[src/rtl/core/uma_pkg.sv]
package uma_pkg;

   localparam int unsigned CNT_W  = 4;
   localparam int unsigned MAP_W  = 64;
   localparam int unsigned CH_W   = 3;
   localparam int unsigned USER_W = 3;
   localparam int unsigned MODE_W = 2;

   // Channel modes as they arrive in a transaction
   localparam logic [MODE_W-1:0] MODE_NO     = 2'd0;
   localparam logic [MODE_W-1:0] MODE_SILENT = 2'd1;
   localparam logic [MODE_W-1:0] MODE_FULL   = 2'd2;
   localparam logic [MODE_W-1:0] MODE_NONE   = 2'd3;

   localparam logic KIND_REPORT = 1'b0;
   localparam logic KIND_QUERY  = 1'b1;

   typedef struct packed {
      logic              kind;
      logic [CH_W-1:0]   channel;
      logic [MODE_W-1:0] previous_mode;
      logic [MODE_W-1:0] current_mode;
      logic [USER_W-1:0] user;
   } uma_req_type;

   typedef struct packed {
      logic [MODE_W-1:0] least_mode;
      logic [CNT_W-1:0]  no_com_channels;
      logic [CNT_W-1:0]  silent_channels;
      logic [CNT_W-1:0]  full_channels;
   } uma_rsp_type;

   // One user's three counters
   typedef struct packed {
      logic [CNT_W-1:0] no_com;
      logic [CNT_W-1:0] silent;
      logic [CNT_W-1:0] full;
   } uma_cnt_type;

   typedef enum logic [2:0] {
      ST_IDLE = 3'b001,
      ST_WALK = 3'b010,
      ST_HOLD = 3'b100
   } uma_state_type;

endpackage

[src/rtl/core/uma_sat_unit.sv]
module uma_sat_unit #(
   parameter int unsigned LIMIT = 8
) (
   input  uma_pkg::uma_cnt_type         cnt_i,
   input  logic [uma_pkg::MODE_W-1:0]   prev_mode,
   input  logic [uma_pkg::MODE_W-1:0]   cur_mode,
   output uma_pkg::uma_cnt_type         cnt_o
);
   import uma_pkg::*;

   localparam logic [CNT_W-1:0] CNT_LIMIT = CNT_W'(LIMIT);

   function automatic logic [CNT_W-1:0] adjust(
      input logic [CNT_W-1:0]  value,
      input logic [MODE_W-1:0] own,
      input logic [MODE_W-1:0] from_mode,
      input logic [MODE_W-1:0] to_mode
   );
      logic [CNT_W-1:0] v;
      v = value;
      // decrement saturates at zero, increment at the channel count
      if (from_mode == own && v != '0) begin
         v = v - 1'b1;
      end
      if (to_mode == own && v < CNT_LIMIT) begin
         v = v + 1'b1;
      end
      return v;
   endfunction

   always_comb begin
      cnt_o.no_com = adjust(cnt_i.no_com, MODE_NO, prev_mode, cur_mode);
      cnt_o.silent = adjust(cnt_i.silent, MODE_SILENT, prev_mode, cur_mode);
      cnt_o.full   = adjust(cnt_i.full, MODE_FULL, prev_mode, cur_mode);
   end

endmodule

[src/rtl/core/user_mode_aggregator_core.sv]
// Per-user communication mode aggregator. csr_data holds the channel-to-user
// membership map (bit channel*8+user). A report transaction (kind 0) with
// differing old and new modes on a channel below NUM_CHANNELS is accepted and
// then walks the users, one per cycle, through a single shared saturating
// counter adjust unit: the block stays busy until the last user is done and
// takes nothing on req_ meanwhile. A report that changes nothing starts no walk.
// A query (kind 1) reads one user's counters and registers the response in the
// cycle it is accepted; rsp_valid rises the next cycle, and a new transaction
// is taken while the response is being consumed.
// Counters clear at reset and saturate at 0 and NUM_CHANNELS.
module user_mode_aggregator_core #(
   parameter int unsigned NUM_USERS    = 8,
   parameter int unsigned NUM_CHANNELS = 8
) (
   input  logic                        clock,
   input  logic                        reset,
   input  logic                        req_valid,
   output logic                        req_ready,
   input  uma_pkg::uma_req_type        req_data,
   output logic                        rsp_valid,
   input  logic                        rsp_ready,
   output uma_pkg::uma_rsp_type        rsp_data,
   input  logic                        csr_valid,
   output logic                        csr_ready,
   input  logic [uma_pkg::MAP_W-1:0]   csr_data
);
   import uma_pkg::*;

   localparam int unsigned USER_IDX_W = (NUM_USERS > 1) ? $clog2(NUM_USERS) : 1;
   localparam logic [USER_IDX_W-1:0] LAST_USER = USER_IDX_W'(NUM_USERS - 1);

   uma_state_type         state_ff, state_in;
   logic [MAP_W-1:0]      map_ff;
   uma_cnt_type           cnt_ff [NUM_USERS];
   logic [USER_IDX_W-1:0] walk_idx_ff, walk_idx_in;
   logic [CH_W-1:0]       ch_ff;
   logic [MODE_W-1:0]     prev_ff, cur_ff;
   logic                  rsp_valid_ff, rsp_valid_in;
   uma_rsp_type           rsp_ff, rsp_in;

   logic                  req_fire, rsp_free, walk_member;
   logic                  report_live, user_ok;
   uma_cnt_type           walk_cnt, walk_next, query_cnt;

   assign csr_ready = 1'b1;
   assign rsp_free  = !rsp_valid_ff || rsp_ready;
   assign req_ready = (state_ff == ST_IDLE) && rsp_free;
   assign req_fire  = req_valid && req_ready;
   assign rsp_valid = rsp_valid_ff;
   assign rsp_data  = rsp_ff;

   assign report_live = ({1'b0, req_data.channel} < (CH_W + 1)'(NUM_CHANNELS)) &&
                        (req_data.previous_mode != req_data.current_mode);
   assign user_ok     = {1'b0, req_data.user} < (USER_W + 1)'(NUM_USERS);

   assign walk_cnt    = cnt_ff[walk_idx_ff];
   assign walk_member = map_ff[{ch_ff, USER_W'(walk_idx_ff)}];

   uma_sat_unit #(
      .LIMIT(NUM_CHANNELS)
   ) u_sat (
      .cnt_i    (walk_cnt),
      .prev_mode(prev_ff),
      .cur_mode (cur_ff),
      .cnt_o    (walk_next)
   );

   always_comb begin
      query_cnt = '0;
      if (user_ok) begin
         query_cnt = cnt_ff[req_data.user[USER_IDX_W-1:0]];
      end
   end

   always_comb begin
      state_in     = state_ff;
      walk_idx_in  = walk_idx_ff;
      rsp_valid_in = rsp_valid_ff;
      rsp_in       = rsp_ff;
      if (rsp_valid_ff && rsp_ready) begin
         rsp_valid_in = 1'b0;
      end
      case (state_ff)
         ST_IDLE: begin
            if (req_fire) begin
               if (req_data.kind == KIND_QUERY) begin
                  rsp_valid_in           = 1'b1;
                  rsp_in.no_com_channels = query_cnt.no_com;
                  rsp_in.silent_channels = query_cnt.silent;
                  rsp_in.full_channels   = query_cnt.full;
                  if (query_cnt.no_com != '0) begin
                     rsp_in.least_mode = MODE_NO;
                  end else if (query_cnt.silent != '0) begin
                     rsp_in.least_mode = MODE_SILENT;
                  end else begin
                     rsp_in.least_mode = MODE_FULL;
                  end
               end else if (report_live) begin
                  state_in    = ST_WALK;
                  walk_idx_in = '0;
               end
            end
         end
         ST_WALK: begin
            walk_idx_in = walk_idx_ff + 1'b1;
            if (walk_idx_ff == LAST_USER) begin
               state_in = ST_IDLE;
            end
         end
         default: begin
            state_in = ST_IDLE;
         end
      endcase
   end

   always_ff @(posedge clock) begin
      if (reset) begin
         state_ff     <= ST_IDLE;
         rsp_valid_ff <= 1'b0;
         map_ff       <= '0;
         walk_idx_ff  <= '0;
         for (int i = 0; i < NUM_USERS; i++) begin
            cnt_ff[i] <= '0;
         end
      end else begin
         state_ff     <= state_in;
         rsp_valid_ff <= rsp_valid_in;
         walk_idx_ff  <= walk_idx_in;
         if (csr_valid && csr_ready) begin
            map_ff <= csr_data;
         end
         if (state_ff == ST_WALK && walk_member) begin
            cnt_ff[walk_idx_ff] <= walk_next;
         end
      end
   end

   // Hold the report fields for the walk, and register the response
   always_ff @(posedge clock) begin
      rsp_ff <= rsp_in;
      if (req_fire) begin
         ch_ff   <= req_data.channel;
         prev_ff <= req_data.previous_mode;
         cur_ff  <= req_data.current_mode;
      end
   end

endmodule

[config.mk]
export PLATFORM = sky130hd
export DESIGN_NAME = user_mode_aggregator_core
export DESIGN_NICKNAME = d
export VERILOG_FILES = /design/src/rtl/core/uma_pkg.sv /design/src/rtl/core/uma_sat_unit.sv /design/src/rtl/core/user_mode_aggregator_core.sv
export SDC_FILE = /design/constraint.sdc
export NUM_CORES = 1
export LEC_CHECK = 0
export BUFFER_PORTS_ARGS = -buffer_cell sky130_fd_sc_hd__buf_2
export CORE_AREA = 10 10 178 180
export CTS_BUF_LIST = sky130_fd_sc_hd__clkbuf_2
export CTS_CLUSTER_DIAMETER = 150
export DETAILED_ROUTE_END_ITERATION = 10
export DIE_AREA = 0 0 188 190
export GPL_TIMING_DRIVEN = 0
export SYNTH_ARGS = -nofsm -noshare
export SYNTH_HDL_FRONTEND = slang
export SYNTH_SLANG_ARGS = --single-unit
[constraint.sdc]
create_clock -name clock -period 5.22 [get_ports clock]
set_clock_uncertainty 0.15 [all_clocks]
set_input_delay 1.566 -clock clock [delete_from_list [all_inputs] [get_ports clock]]
set_output_delay 1.566 -clock clock [all_outputs]
set_load 0.005 [all_outputs]
==> results.yml, run 1 <==
min_path:
  min_from: "map_ff[28]$_SDFFE_PP0P_"
  hp-class: "flip-flop to flip-flop"
critical_path:
  reg2reg_from: "walk_idx_ff[2]$_SDFFE_PP0N_"
  crit_path_end_kind: "flip-flop"
  startpoint_type: "flip-flop"
  path_max_fanout: 12
  cp.arrival_ns: 4.33
  path_class: "flip-flop to flip-flop"
  cp-startpoint: "walk_idx_ff[2]$_SDFFE_PP0N_"
  worst_ep_required_time_ns: 5.51
clock_tree:
  htreeDepth: 4
  cts_setup_buffers: 0
  ctsResizeCount: 0
  holdBufCountCts: 0
  cts_made_buffers: 17
  clk_pin_slew_ns: 0.37
  tritoncts: "yes"
  cts_num_sinks: 190
  clock_path_buffers: 2
  ctsRootBufferMaster: "clkbuf_2"
  clk_latency_ns: 0.82
logic_synthesis:
  ys_seq_elements: 190
  syn_nets: 862
  synth_edf_count: 117
  synth_warnings: 0
  syn_inst: 777
  yosysSeqAreaShare_pct: 51.0
  syn_area_per_cell_um2: 12.6
  synth_cell_types: 74
  ys.flop_type: "edfxtp_1"
  netlist_area_mm2: 0.00975
  synth_async_sr_flop_share_pct: 0
pwr:
  ir_drop_v: 0.000130
  p_sw_w: 0.000877
  p_seq_share_pct: 58.9
  comb_power_share_pct: 12.1
  internal-power_w: 0.00200
  p_sw_share_pct: 30.5
  p_per_area_mw_per_mm2: 263
  p_leak_nw: 4.14
  p_clk_share_pct: 29.0
timing:
  tns_ns: 0
  hold_viol: 0
  period_share_pct: 77.3
  tightest_slew_ns: 0.972
  rsz0062_at_grt: "false"
  fin_crit_ns: 4.03
  max_freq_ghz: 0.248
  slew_headroom_pct: 35.2
  hold_ws_ns: 0.384
  setup_viol: 0
  slew_violations: 0
floorplan:
  pin_count: 97
  start_util_pct: 34.5
  dieArea_mm2: 0.0357
  die_width_um: 188
  rows: 62
  die_y_um: 190
  core_area_mm2: 0.0282
global_routing:
  grt_pass1_vias: 6878
  antenna_found_initial: 2
  grt_pass1_wl_mm: 40.4
  grt_max_degree: 23
  grt_usage_pct: 14.7
  grt_overflow: 0
finish:
  instances_no_fill: 1285
  fin_nets: 972
  drive_above_1_share_pct: 27.0
  syn_to_final_growth_pct: 12.5
  fillers: 2798
outcome:
  outcome: "complete, no violations"
placed_design:
  gp_congestion: 0.819
  hpwlAfterDp_mm: 19.1
  port_buffers: 91
  place_inst: 1252
route:
  drt_iter0_markers: 398
  dr.pass1.iters: 5
  routed_wl_mm: 26.5
  route.detailed.drc: 0
  avgRoutedWirePerCell_um: 20.6
  vias: 6652
  via_per_inst: 5.18
  postRouteAntennaNets: 0
job:
  maxCapViolations: 0
==> cell usage in the layout, fill, tap and decap left out, drive strengths merged, types with 17 or more instances in the layout <==
cell type,n
nor2,174
buf,123
edfxtp,117
mux2i,97
dfxtp,73
mux4,49
clkbuf,36
nand2,26
mux2,23
inv,17
==> worst paths after layout <==
| check | cells past startpoint | end | slack, ns |
|---|---|---|---|
| max | 9 | cnt_ff[3][7]$_SDFFCE_PN0P_ | 1.19 |
| min | 2 | map_ff[28]$_SDFFE_PP0P_ | 0.38 |
| max reg2reg | 9 | cnt_ff[3][7]$_SDFFCE_PN0P_ | 1.19 |
| min reg2reg | 2 | map_ff[28]$_SDFFE_PP0P_ | 0.38 |
==> sequential cells by signal (all words and copies together), names as in the netlist, named ones only <==
name / count
rsp_data: 14
cnt_ff: 96
prev_ff: 2
walk_idx_ff: 3
rsp_valid: 1
map_ff: 64
cur_ff: 2
state_ff: 2
ch_ff: 3
==> stage by stage <==
step / power [W] / setup WS [ns] / utilization, % / area [um^2]
2_1_floorplan: 0.00195 / 0.927 / - / 9750
3_3_place_gp: 0.00207 / 0.522 / 37.9 / 10700
3_5_place_dp: 0.00208 / 0.501 / 37.9 / 10700
4_1_cts: 0.00291 / 1.25 / 38.8 / 11000
5_1_grt: 0.00299 / 1.03 / 38.9 / 11000
6_report: 0.00288 / 1.19 / 38.9 / 11000
==> kinds of logic (layout without fill, tap and decap cells) <==
group	Yosys count	count (layout)	share of synthesized area, %
AO/OA/AOI/OAI	53	53	4.31
XOR/XNOR	16	16	1.82
adder cells (fa/ha/maj)	5	5	0.641
buffers and inverters	57	180	3.27
flip-flops	190	190	51.0
multiplexers	169	169	25.0
other	1	2	0.0384
AND/OR/NAND/NOR	286	286	13.9
==> cell usage after synthesis (4+ instances only) <==
master / number / area, um^2
inv_1: 6 / 22.5
buf_2: 14 / 70.1
and2_1: 5 / 31.3
dfxtp_1: 73 / 1460
xnor2_1: 9 / 78.8
mux2_2: 22 / 248
mux2i_1: 91 / 911
buf_6: 7 / 78.8
buf_1: 7 / 26.3
nand2b_1: 16 / 100
nand3_1: 8 / 40.0
ha_1: 5 / 62.6
mux4_2: 42 / 946
and3_1: 6 / 37.5
nand2_1: 24 / 90.1
nand3b_1: 4 / 30.0
clkbuf_1: 19 / 71.3
edfxtp_1: 117 / 3510
mux2i_4: 6 / 135
nor2b_1: 11 / 68.8
a21oi_1: 7 / 35.0
a22oi_1: 6 / 45.0
o211ai_1: 4 / 30.0
mux4_1: 7 / 184
nor3_1: 14 / 70.1
nor2_1: 171 / 642
==> per-layer routing <==
| metal | track usage [%] | share of wire (%) |
|---|---|---|
| met5 | 0 | 0.049 |
| met4 | 3.48 | 1.4 |
| met3 | 3.46 | 6.1 |
| met2 | 25.4 | 50 |
| met1 | 18.1 | 42 |
==> worst max-delay path, cell delays in order (launching register included) <==
cell and delay [ns]:
dfxtp_1 0.52, clkbuf_1 0.45, nand2_1 0.09, mux4_2 0.49
o211ai_1 0.13, a21oi_1 0.10, a2111oi_0 0.60, and2_1 0.30
nand2_1 0.15, nand2b_1 0.73
==> power groups by stage <==
stage	clock [W]	sequential [W]	combinational (W)
global placement	0	0.00172	0.000348
floorplan	0	0.00171	0.000236
CTS	0.000855	0.00170	0.000353
global route	0.000908	0.00171	0.000381
finish	0.000835	0.00170	0.000349
detailed placement	0	0.00173	0.000351
==> layout make-up <==
type | count | area [um^2] | area share, %
diodes | 1 | 2.50 | 0.0228
well taps | 384 | 480 | 4.38
clock buffers | 17 | 85.1 | 0.775
flip-flops and latches | 190 | 4970 | 45.3
plain buffers | 51 | 297 | 2.70
clock inverters | 15 | 195 | 1.78
repair buffers | 91 | 455 | 4.15
inverters | 6 | 22.5 | 0.205
multi-input cells | 530 | 4460 | 40.6
No activity file was read; power rests on OpenSTA's default activity.
==> run 2, diff against run 1 <==
--- a/config.mk
+++ b/config.mk
@@ -5,12 +5,13 @@
 export SDC_FILE = /design/constraint.sdc
 export NUM_CORES = 1
 export LEC_CHECK = 0
+export ABC_AREA = 1
 export BUFFER_PORTS_ARGS = -buffer_cell sky130_fd_sc_hd__buf_2
-export CORE_AREA = 10 10 178 180
+export CORE_AREA = 10 10 181 183
 export CTS_BUF_LIST = sky130_fd_sc_hd__clkbuf_2
 export CTS_CLUSTER_DIAMETER = 150
 export DETAILED_ROUTE_END_ITERATION = 10
-export DIE_AREA = 0 0 188 190
+export DIE_AREA = 0 0 191 193
 export GPL_TIMING_DRIVEN = 0
 export SYNTH_ARGS = -nofsm -noshare
 export SYNTH_HDL_FRONTEND = slang
==> constraint.sdc (replaced) <==
create_clock -name clock -period 3.7 [get_ports clock]
set_clock_uncertainty 0.15 [all_clocks]
set_input_delay 1.11 -clock clock [delete_from_list [all_inputs] [get_ports clock]]
set_output_delay 1.11 -clock clock [all_outputs]
set_load 0.005 [all_outputs]
==> run 2 against run 1 <==
  * Area after synthesis increased by 3.1%
  * Die area increased by 3.2%
  * First-iteration DRC count increased by 110%
  * Flip-flop and latch count unchanged
  * Core utilization decreased by 0.076 points
  * Clock power increased by 44%
  * Total power increased by 43%
  * Critical endpoint is now cnt_ff[6][4]$_SDFFCE_PN0P_
  * Global-route usage increased by 2.6 points
  * Via count increased by 36%
==> results.yml, run 2 <==
min_path:
  hold-path-endpoint: "map_ff[11]$_SDFFE_PP0P_"
  holdPathStages: 3
  hp-class: "input pin to flip-flop"
  min_from: "csr_data[11]"
logic_synthesis:
  synth_async_sr_flop_share_pct: 0
  netlist.area_leader.share_pct: 35.0
  yosysMostFrequentCell: "nand2_1"
  synth_cell_types: 40
  netlist_area_mm2: 0.0101
  ys_seq_elements: 190
  synth_common_cells: "nand2_1, nor2_1, inv_1, edfxtp_1, o21ai_0"
  synth_top_cell_by_area: "edfxtp_1"
  syn_area_per_cell_um2: 7.80
  yosys-top-cells-area: "edfxtp_1, dfxtp_1, nand2_1"
  synth_warnings: 0
  syn_inst: 1288
  syn_nets: 1373
  synth_edf_count: 117
  yosysSeqAreaShare_pct: 49.5
  ys.flop_type: "edfxtp_1"
critical_path:
  cp_top_family: "simple AND/OR/NAND/NOR gates"
  cp.arrival_ns: 3.83
  startpoint_type: "flip-flop"
  worst_path_max_delay_cell: "nand2_1"
  path_class: "flip-flop to flip-flop"
  r2r_cells: 12
  crit_chain: "buf_4 -> inv_1 -> nor3_2 -> nand2_1 -> nand3_1 -> nor2_1 -> nand4_1 -> nand3_1 -> nand3b_1 -> buf_4 -> nand4_2 -> nand2_1"
  slowest_delay_ns: 0.72
  r2r_slack_ns: 0.23
  crit_path_end_kind: "flip-flop"
  worstReg2RegEnd: "cnt_ff[6][4]$_SDFFCE_PN0P_"
  path_max_fanout: 12
  crit_buf_inv: 3
  reg2reg_from: "walk_idx_ff[2]$_SDFFE_PP0N_"
  worst_ep_required_time_ns: 4.06
clock_tree:
  clk_latency_ns: 0.87
  cts_setup_buffers: 0
  cts_num_sinks: 190
  clock_path_buffers: 2
  ctsResizeCount: 1
  htreeDepth: 4
  tritoncts: "yes"
  cts_made_buffers: 17
  clk_pin_slew_ns: 0.39
  holdBufCountCts: 0
  ctsRootBufferMaster: "clkbuf_2"
route:
  routed_wl_mm: 31.9
  route.detailed.drc: 0
  dr.pass1.iters: 6
  wl_met3_mm: 2.48
  via_per_inst: 5.01
  avgRoutedWirePerCell_um: 17.7
  wl_met1_mm: 13.8
  vias: 9046
  drt_iter0_markers: 850
  wl_met2_mm: 14.8
  postRouteAntennaNets: 0
  highest_layer: "met4"
pwr:
  p_seq_share_pct: 58.2
  p_per_area_mw_per_mm2: 363
  p_sw_share_pct: 32.4
  ir_drop_v: 0.000154
  p_sw_w: 0.00134
  comb_power_share_pct: 12.8
  p_clk_share_pct: 29.0
  p_leak_nw: 5.10
  internal-power_w: 0.00278
global_routing:
  grt_overflow: 0
  antenna_found_initial: 1
  grt_pass1_vias: 8773
  grt_pass1_wl_mm: 48.8
  grt_max_degree: 23
  grt_usage_pct: 17.3
finish:
  largest_reg_flops: 96
  seqCellArea_mm2: 0.00497
  multi_input_area_mm2: 0.00418
  final_common_cell: "nand2_1"
  fin_nets: 1485
  instances_no_fill: 1804
  drive_above_1_share_pct: 14.4
  fillers: 3027
  syn_to_final_growth_pct: 12.8
  layout_common_cells: "nand2_1, nor2_1, inv_1, edfxtp_1, o21ai_0"
  fin_area_mm2: 0.0113
  regMostFlops: "cnt_ff"
floorplan:
  die_y_um: 193
  dieArea_mm2: 0.0369
  core_area_mm2: 0.0292
  pin_count: 97
  die_width_um: 191
  start_util_pct: 34.4
  rows: 63
timing:
  slew_violations: 0
  slew_headroom_pct: 51.7
  tns_ns: 0
  rsz0062_at_grt: "false"
  setup_viol: 0
  hold_viol: 0
  period_share_pct: 93.7
  setup_ws_ns: 0.231
  tightest_slew_ns: 0.723
  max_freq_ghz: 0.288
  fin_crit_ns: 3.47
placed_design:
  dpl_worst_slack_ns: -0.372
  placedInstanceArea_mm2: 0.0110
  port_buffers: 92
  place_inst: 1771
  gp_congestion: 0.913
  hpwlAfterDp_mm: 22.4
outcome:
  outcome: "complete, no violations"
job:
  maxCapViolations: 0
==> run 2: cell types whose count changed after synthesis, sizes merged, moves of 49 or more <==
cell,delta
mux4,-49
o21ai,+108
a21oi,+73
inv,+144
nand2,+262
nand3,+87
nor2,+59
mux2i,-97
==> run 2: worst max-delay path by stage <==
| stage | depth (start not counted) | endpoint | startpoint |
|---|---|---|---|
| after floorplan | 4 | cnt_ff[0][0]$_SDFFCE_PN0P_ | reset |
| after global placement | 5 | cnt_ff[1][1]$_SDFFCE_PN0P_ | reset |
| after detailed placement | 5 | cnt_ff[1][1]$_SDFFCE_PN0P_ | reset |
| after CTS | 12 | cnt_ff[2][3]$_SDFFCE_PN0P_ | walk_idx_ff[2]$_SDFFE_PP0N_ |
| after global routing | 12 | cnt_ff[6][7]$_SDFFCE_PN0P_ | walk_idx_ff[2]$_SDFFE_PP0N_ |
| final | 12 | cnt_ff[6][4]$_SDFFCE_PN0P_ | walk_idx_ff[2]$_SDFFE_PP0N_ |
==> run 2: power groups by stage <==
stage               sequential [W]  clock, W  combinational [W]
floorplan                  0.00243         0           0.000334
global placement           0.00244         0           0.000511
detailed placement         0.00244         0           0.000519
CTS                        0.00240   0.00121           0.000522
global route               0.00241   0.00129           0.000588
finish                     0.00240   0.00120           0.000527
==> run 2: per-layer routing <==
metal	vias up	global-route usage [%]
met5	-	0
met1	4152	21.9
met4	0	5.81
met3	55	3.69
li1	4442	-
met2	397	28.7
==> run 2: cell families (layout without fill, tap and decap cells) <==
family	count (synthesis)	after routing	share of synthesized area, %
DFF	190	190	49.5
AOI/OAI and AO/OA	236	236	13.2
buffers and inverters	214	339	9.16
adders and majority gates	5	5	0.622
other	1	2	0.0373
and+or+nand+nor	638	638	26.9
xor gates and xnor gates	4	4	0.573
==> run 2: worst reg2reg max path, delay by kind of cell (launching register included) <==
family        cells  cell delay (ns)
flops             1             0.40
buf+inv           3             0.51
simple gates      9             2.12
==> run 2: area by class of cell <==
type	count	area share, %
Multi-Input combinational cell	884	36.9
Buffer	62	3.02
Clock inverter	15	1.88
Clock buffer	17	0.750
Timing Repair Buffer	93	4.19
Inverter	152	5.10
Antenna cell	1	0.0221
Tap cell	390	4.30
Sequential cell	190	43.9
==> run 2: stage by stage <==
| stage | utilization, % | power (W) | hold slack (ns) |
|---|---|---|---|
| floorplan | - | 0.00276 | 0.301 |
| global placement | 37.6 | 0.00295 | 0.326 |
| detailed placement | 37.7 | 0.00296 | 0.333 |
| CTS | 38.7 | 0.00413 | 0.202 |
| global route | 38.8 | 0.00429 | 0.171 |
| finish | 38.8 | 0.00412 | 0.264 |
==> run 3, diff against run 2 <==
--- a/config.mk
+++ b/config.mk
@@ -7,11 +7,11 @@
 export LEC_CHECK = 0
 export ABC_AREA = 1
 export BUFFER_PORTS_ARGS = -buffer_cell sky130_fd_sc_hd__buf_2
-export CORE_AREA = 10 10 181 183
+export CORE_AREA = 10 10 251 133
 export CTS_BUF_LIST = sky130_fd_sc_hd__clkbuf_2
 export CTS_CLUSTER_DIAMETER = 150
 export DETAILED_ROUTE_END_ITERATION = 10
-export DIE_AREA = 0 0 191 193
+export DIE_AREA = 0 0 261 143
 export GPL_TIMING_DRIVEN = 0
 export SYNTH_ARGS = -nofsm -noshare
 export SYNTH_HDL_FRONTEND = slang
==> run 3 against run 2 <==
  * Cell count unchanged
  * Clock power decreased by 3%
  * Worst setup slack got worse by 0.030 ns
  * Non-clock buffer count decreased by 1
  * Global-route usage decreased by 0.17 points
  * Register-to-register slack got worse by 0.03 ns
  * First-iteration DRC count increased by 1.2%
  * Largest cell class unchanged
  * Final area decreased by 0.28%
  * Largest power group unchanged
  * Flip-flop and latch count unchanged
==> results.yml, run 3 (synthesized netlist as in run 2, its figures left out) <==
outcome:
  outcome: "complete, no violations"
floorplan:
  die_y_um: 143
  pin_count: 97
  dieArea_mm2: 0.0373
  rows: 44
  start_util_pct: 34.9
  die_width_um: 261
  core_area_mm2: 0.0288
finish:
  syn_to_final_growth_pct: 12.5
  drive_above_1_share_pct: 14.4
  largest_reg_flops: 96
  fillers: 3065
  regMostFlops: "cnt_ff"
  final_common_cell: "nand2_1"
  fin_nets: 1484
  layout_common_cells: "nand2_1, nor2_1, inv_1, edfxtp_1, o21ai_0"
  instances_no_fill: 1804
  fin_util_pct: 39.3
timing:
  fin_crit_ns: 3.50
  rsz0062_at_grt: "false"
  tightest_slew_ns: 0.876
  setup_viol: 0
  tns_ns: 0
  slew_violations: 0
  slew_headroom_pct: 41.6
  hold_viol: 0
  max_freq_ghz: 0.286
  period_share_pct: 94.6
clock_tree:
  htreeDepth: 4
  clock_path_buffers: 2
  clk_pin_slew_ns: 0.28
  ctsRootBufferMaster: "clkbuf_2"
  holdBufCountCts: 0
  cts_made_buffers: 17
  cts_num_sinks: 190
  tritoncts: "yes"
  clk_latency_ns: 0.84
pwr:
  p_clk_share_pct: 28.5
  p_per_area_mw_per_mm2: 361
  p_seq_share_pct: 58.7
  p_leak_nw: 5.09
  ir_drop_v: 0.000191
  total_power_w: 0.00408
  p_sw_w: 0.00118
  internal-power_w: 0.00291
  comb_power_share_pct: 12.8
  p_sw_share_pct: 28.8
placed_design:
  hpwlAfterDp_mm: 22.4
  place_inst: 1771
  gp_congestion: 0.883
  port_buffers: 92
global_routing:
  antenna_found_initial: 1
  grt_pass1_wl_mm: 48.8
  grt_pass1_vias: 8593
  grt_overflow: 0
  grt_max_degree: 18
  grt_usage_pct: 17.1
critical_path:
  worst_ep_required_time_ns: 4.05
  path_max_fanout: 12
  cp.arrival_ns: 3.85
  startpoint_type: "flip-flop"
  crit_path_end_kind: "flip-flop"
  path_class: "flip-flop to flip-flop"
route:
  via_per_inst: 4.99
  drt_iter0_markers: 860
  routed_wl_mm: 32.2
  postRouteAntennaNets: 0
  route.detailed.drc: 0
  vias: 9010
  dr.pass1.iters: 7
  avgRoutedWirePerCell_um: 17.9
min_path:
  hp-class: "input pin to flip-flop"
job:
  maxCapViolations: 0
-- run 3: final timing paths --
path / start / to / slack, ns / cells past startpoint
max: walk_idx_ff[2]$_SDFFE_PP0N_ / cnt_ff[6][1]$_SDFFCE_PN0P_ / 0.20 / 13
min: req_data[3] / cur_ff[0]$_DFFE_PP_ / 0.30 / 1
max reg2reg: walk_idx_ff[2]$_SDFFE_PP0N_ / cnt_ff[6][1]$_SDFFCE_PN0P_ / 0.20 / 13
min reg2reg: state_ff[1]$_SDFFE_PP0P_ / state_ff[1]$_SDFFE_PP0P_ / 0.37 / 1
-- run 3: power groups by stage --
| stage | clock network, W | logic [W] | registers (W) |
|---|---|---|---|
| after CTS | 0.00118 | 0.000519 | 0.00240 |
| after global routing | 0.00126 | 0.000586 | 0.00241 |
| final | 0.00116 | 0.000523 | 0.00240 |
| after detailed placement | 0 | 0.000515 | 0.00244 |
| after floorplan | 0 | 0.000334 | 0.00243 |
| after global placement | 0 | 0.000512 | 0.00244 |
-- run 3: critical path, stage by stage, from the launching register on --
cell and delay [ns]:
dfxtp_1 0.38, buf_4 0.17, inv_1 0.21, nand3_1 0.14, inv_1 0.29, nand2_1 0.10, nand2_1 0.07, nor2_1 0.06
nand3_1 0.08, nand3_1 0.09, nand3b_1 0.09, buf_4 0.19, nand4_2 0.51, nand2_2 0.62
-- run 3: cell type report --
type | count | area [um^2] | share of cell area, %
tap | 391 | 489 | 4.33
buffer | 62 | 343 | 3.03
inverter | 152 | 578 | 5.11
multi-input combinational | 884 | 4210 | 37.2
sequential | 190 | 4970 | 44.0
timing repair buffer | 92 | 460 | 4.07
antenna | 1 | 2.50 | 0.0221
clock inverter | 13 | 161 | 1.43
clock buffer | 19 | 95.1 | 0.841
-- run 3: through the flow --
stage / hold slack [ns] / setup slack [ns] / area, um^2
final: 0.300 / 0.202 / 11300
after global routing: 0.194 / 0.0714 / 11300
after CTS: 0.228 / 0.00924 / 11300
after detailed placement: 0.332 / -0.316 / 11000
after global placement: 0.329 / -0.351 / 11000
after floorplan: 0.301 / 0.841 / 10100
-- run 3: per-layer routing --
layer / routed length [um] / GRT usage [%] / part of all wire (%)
met5: 0 / 0 / 0
met4: 816 / 6.32 / 2.5
met3: 2670 / 3.83 / 8.3
met2: 14700 / 27.8 / 46
met1: 14000 / 22.0 / 44
-- run 3: timing repair --
item                                    CTS  global route
setup buffers                             0             0
endpoints found under the setup margin   47            96
pin swaps                                 0             0
resized for setup                         5             8
cloned                                    0             0
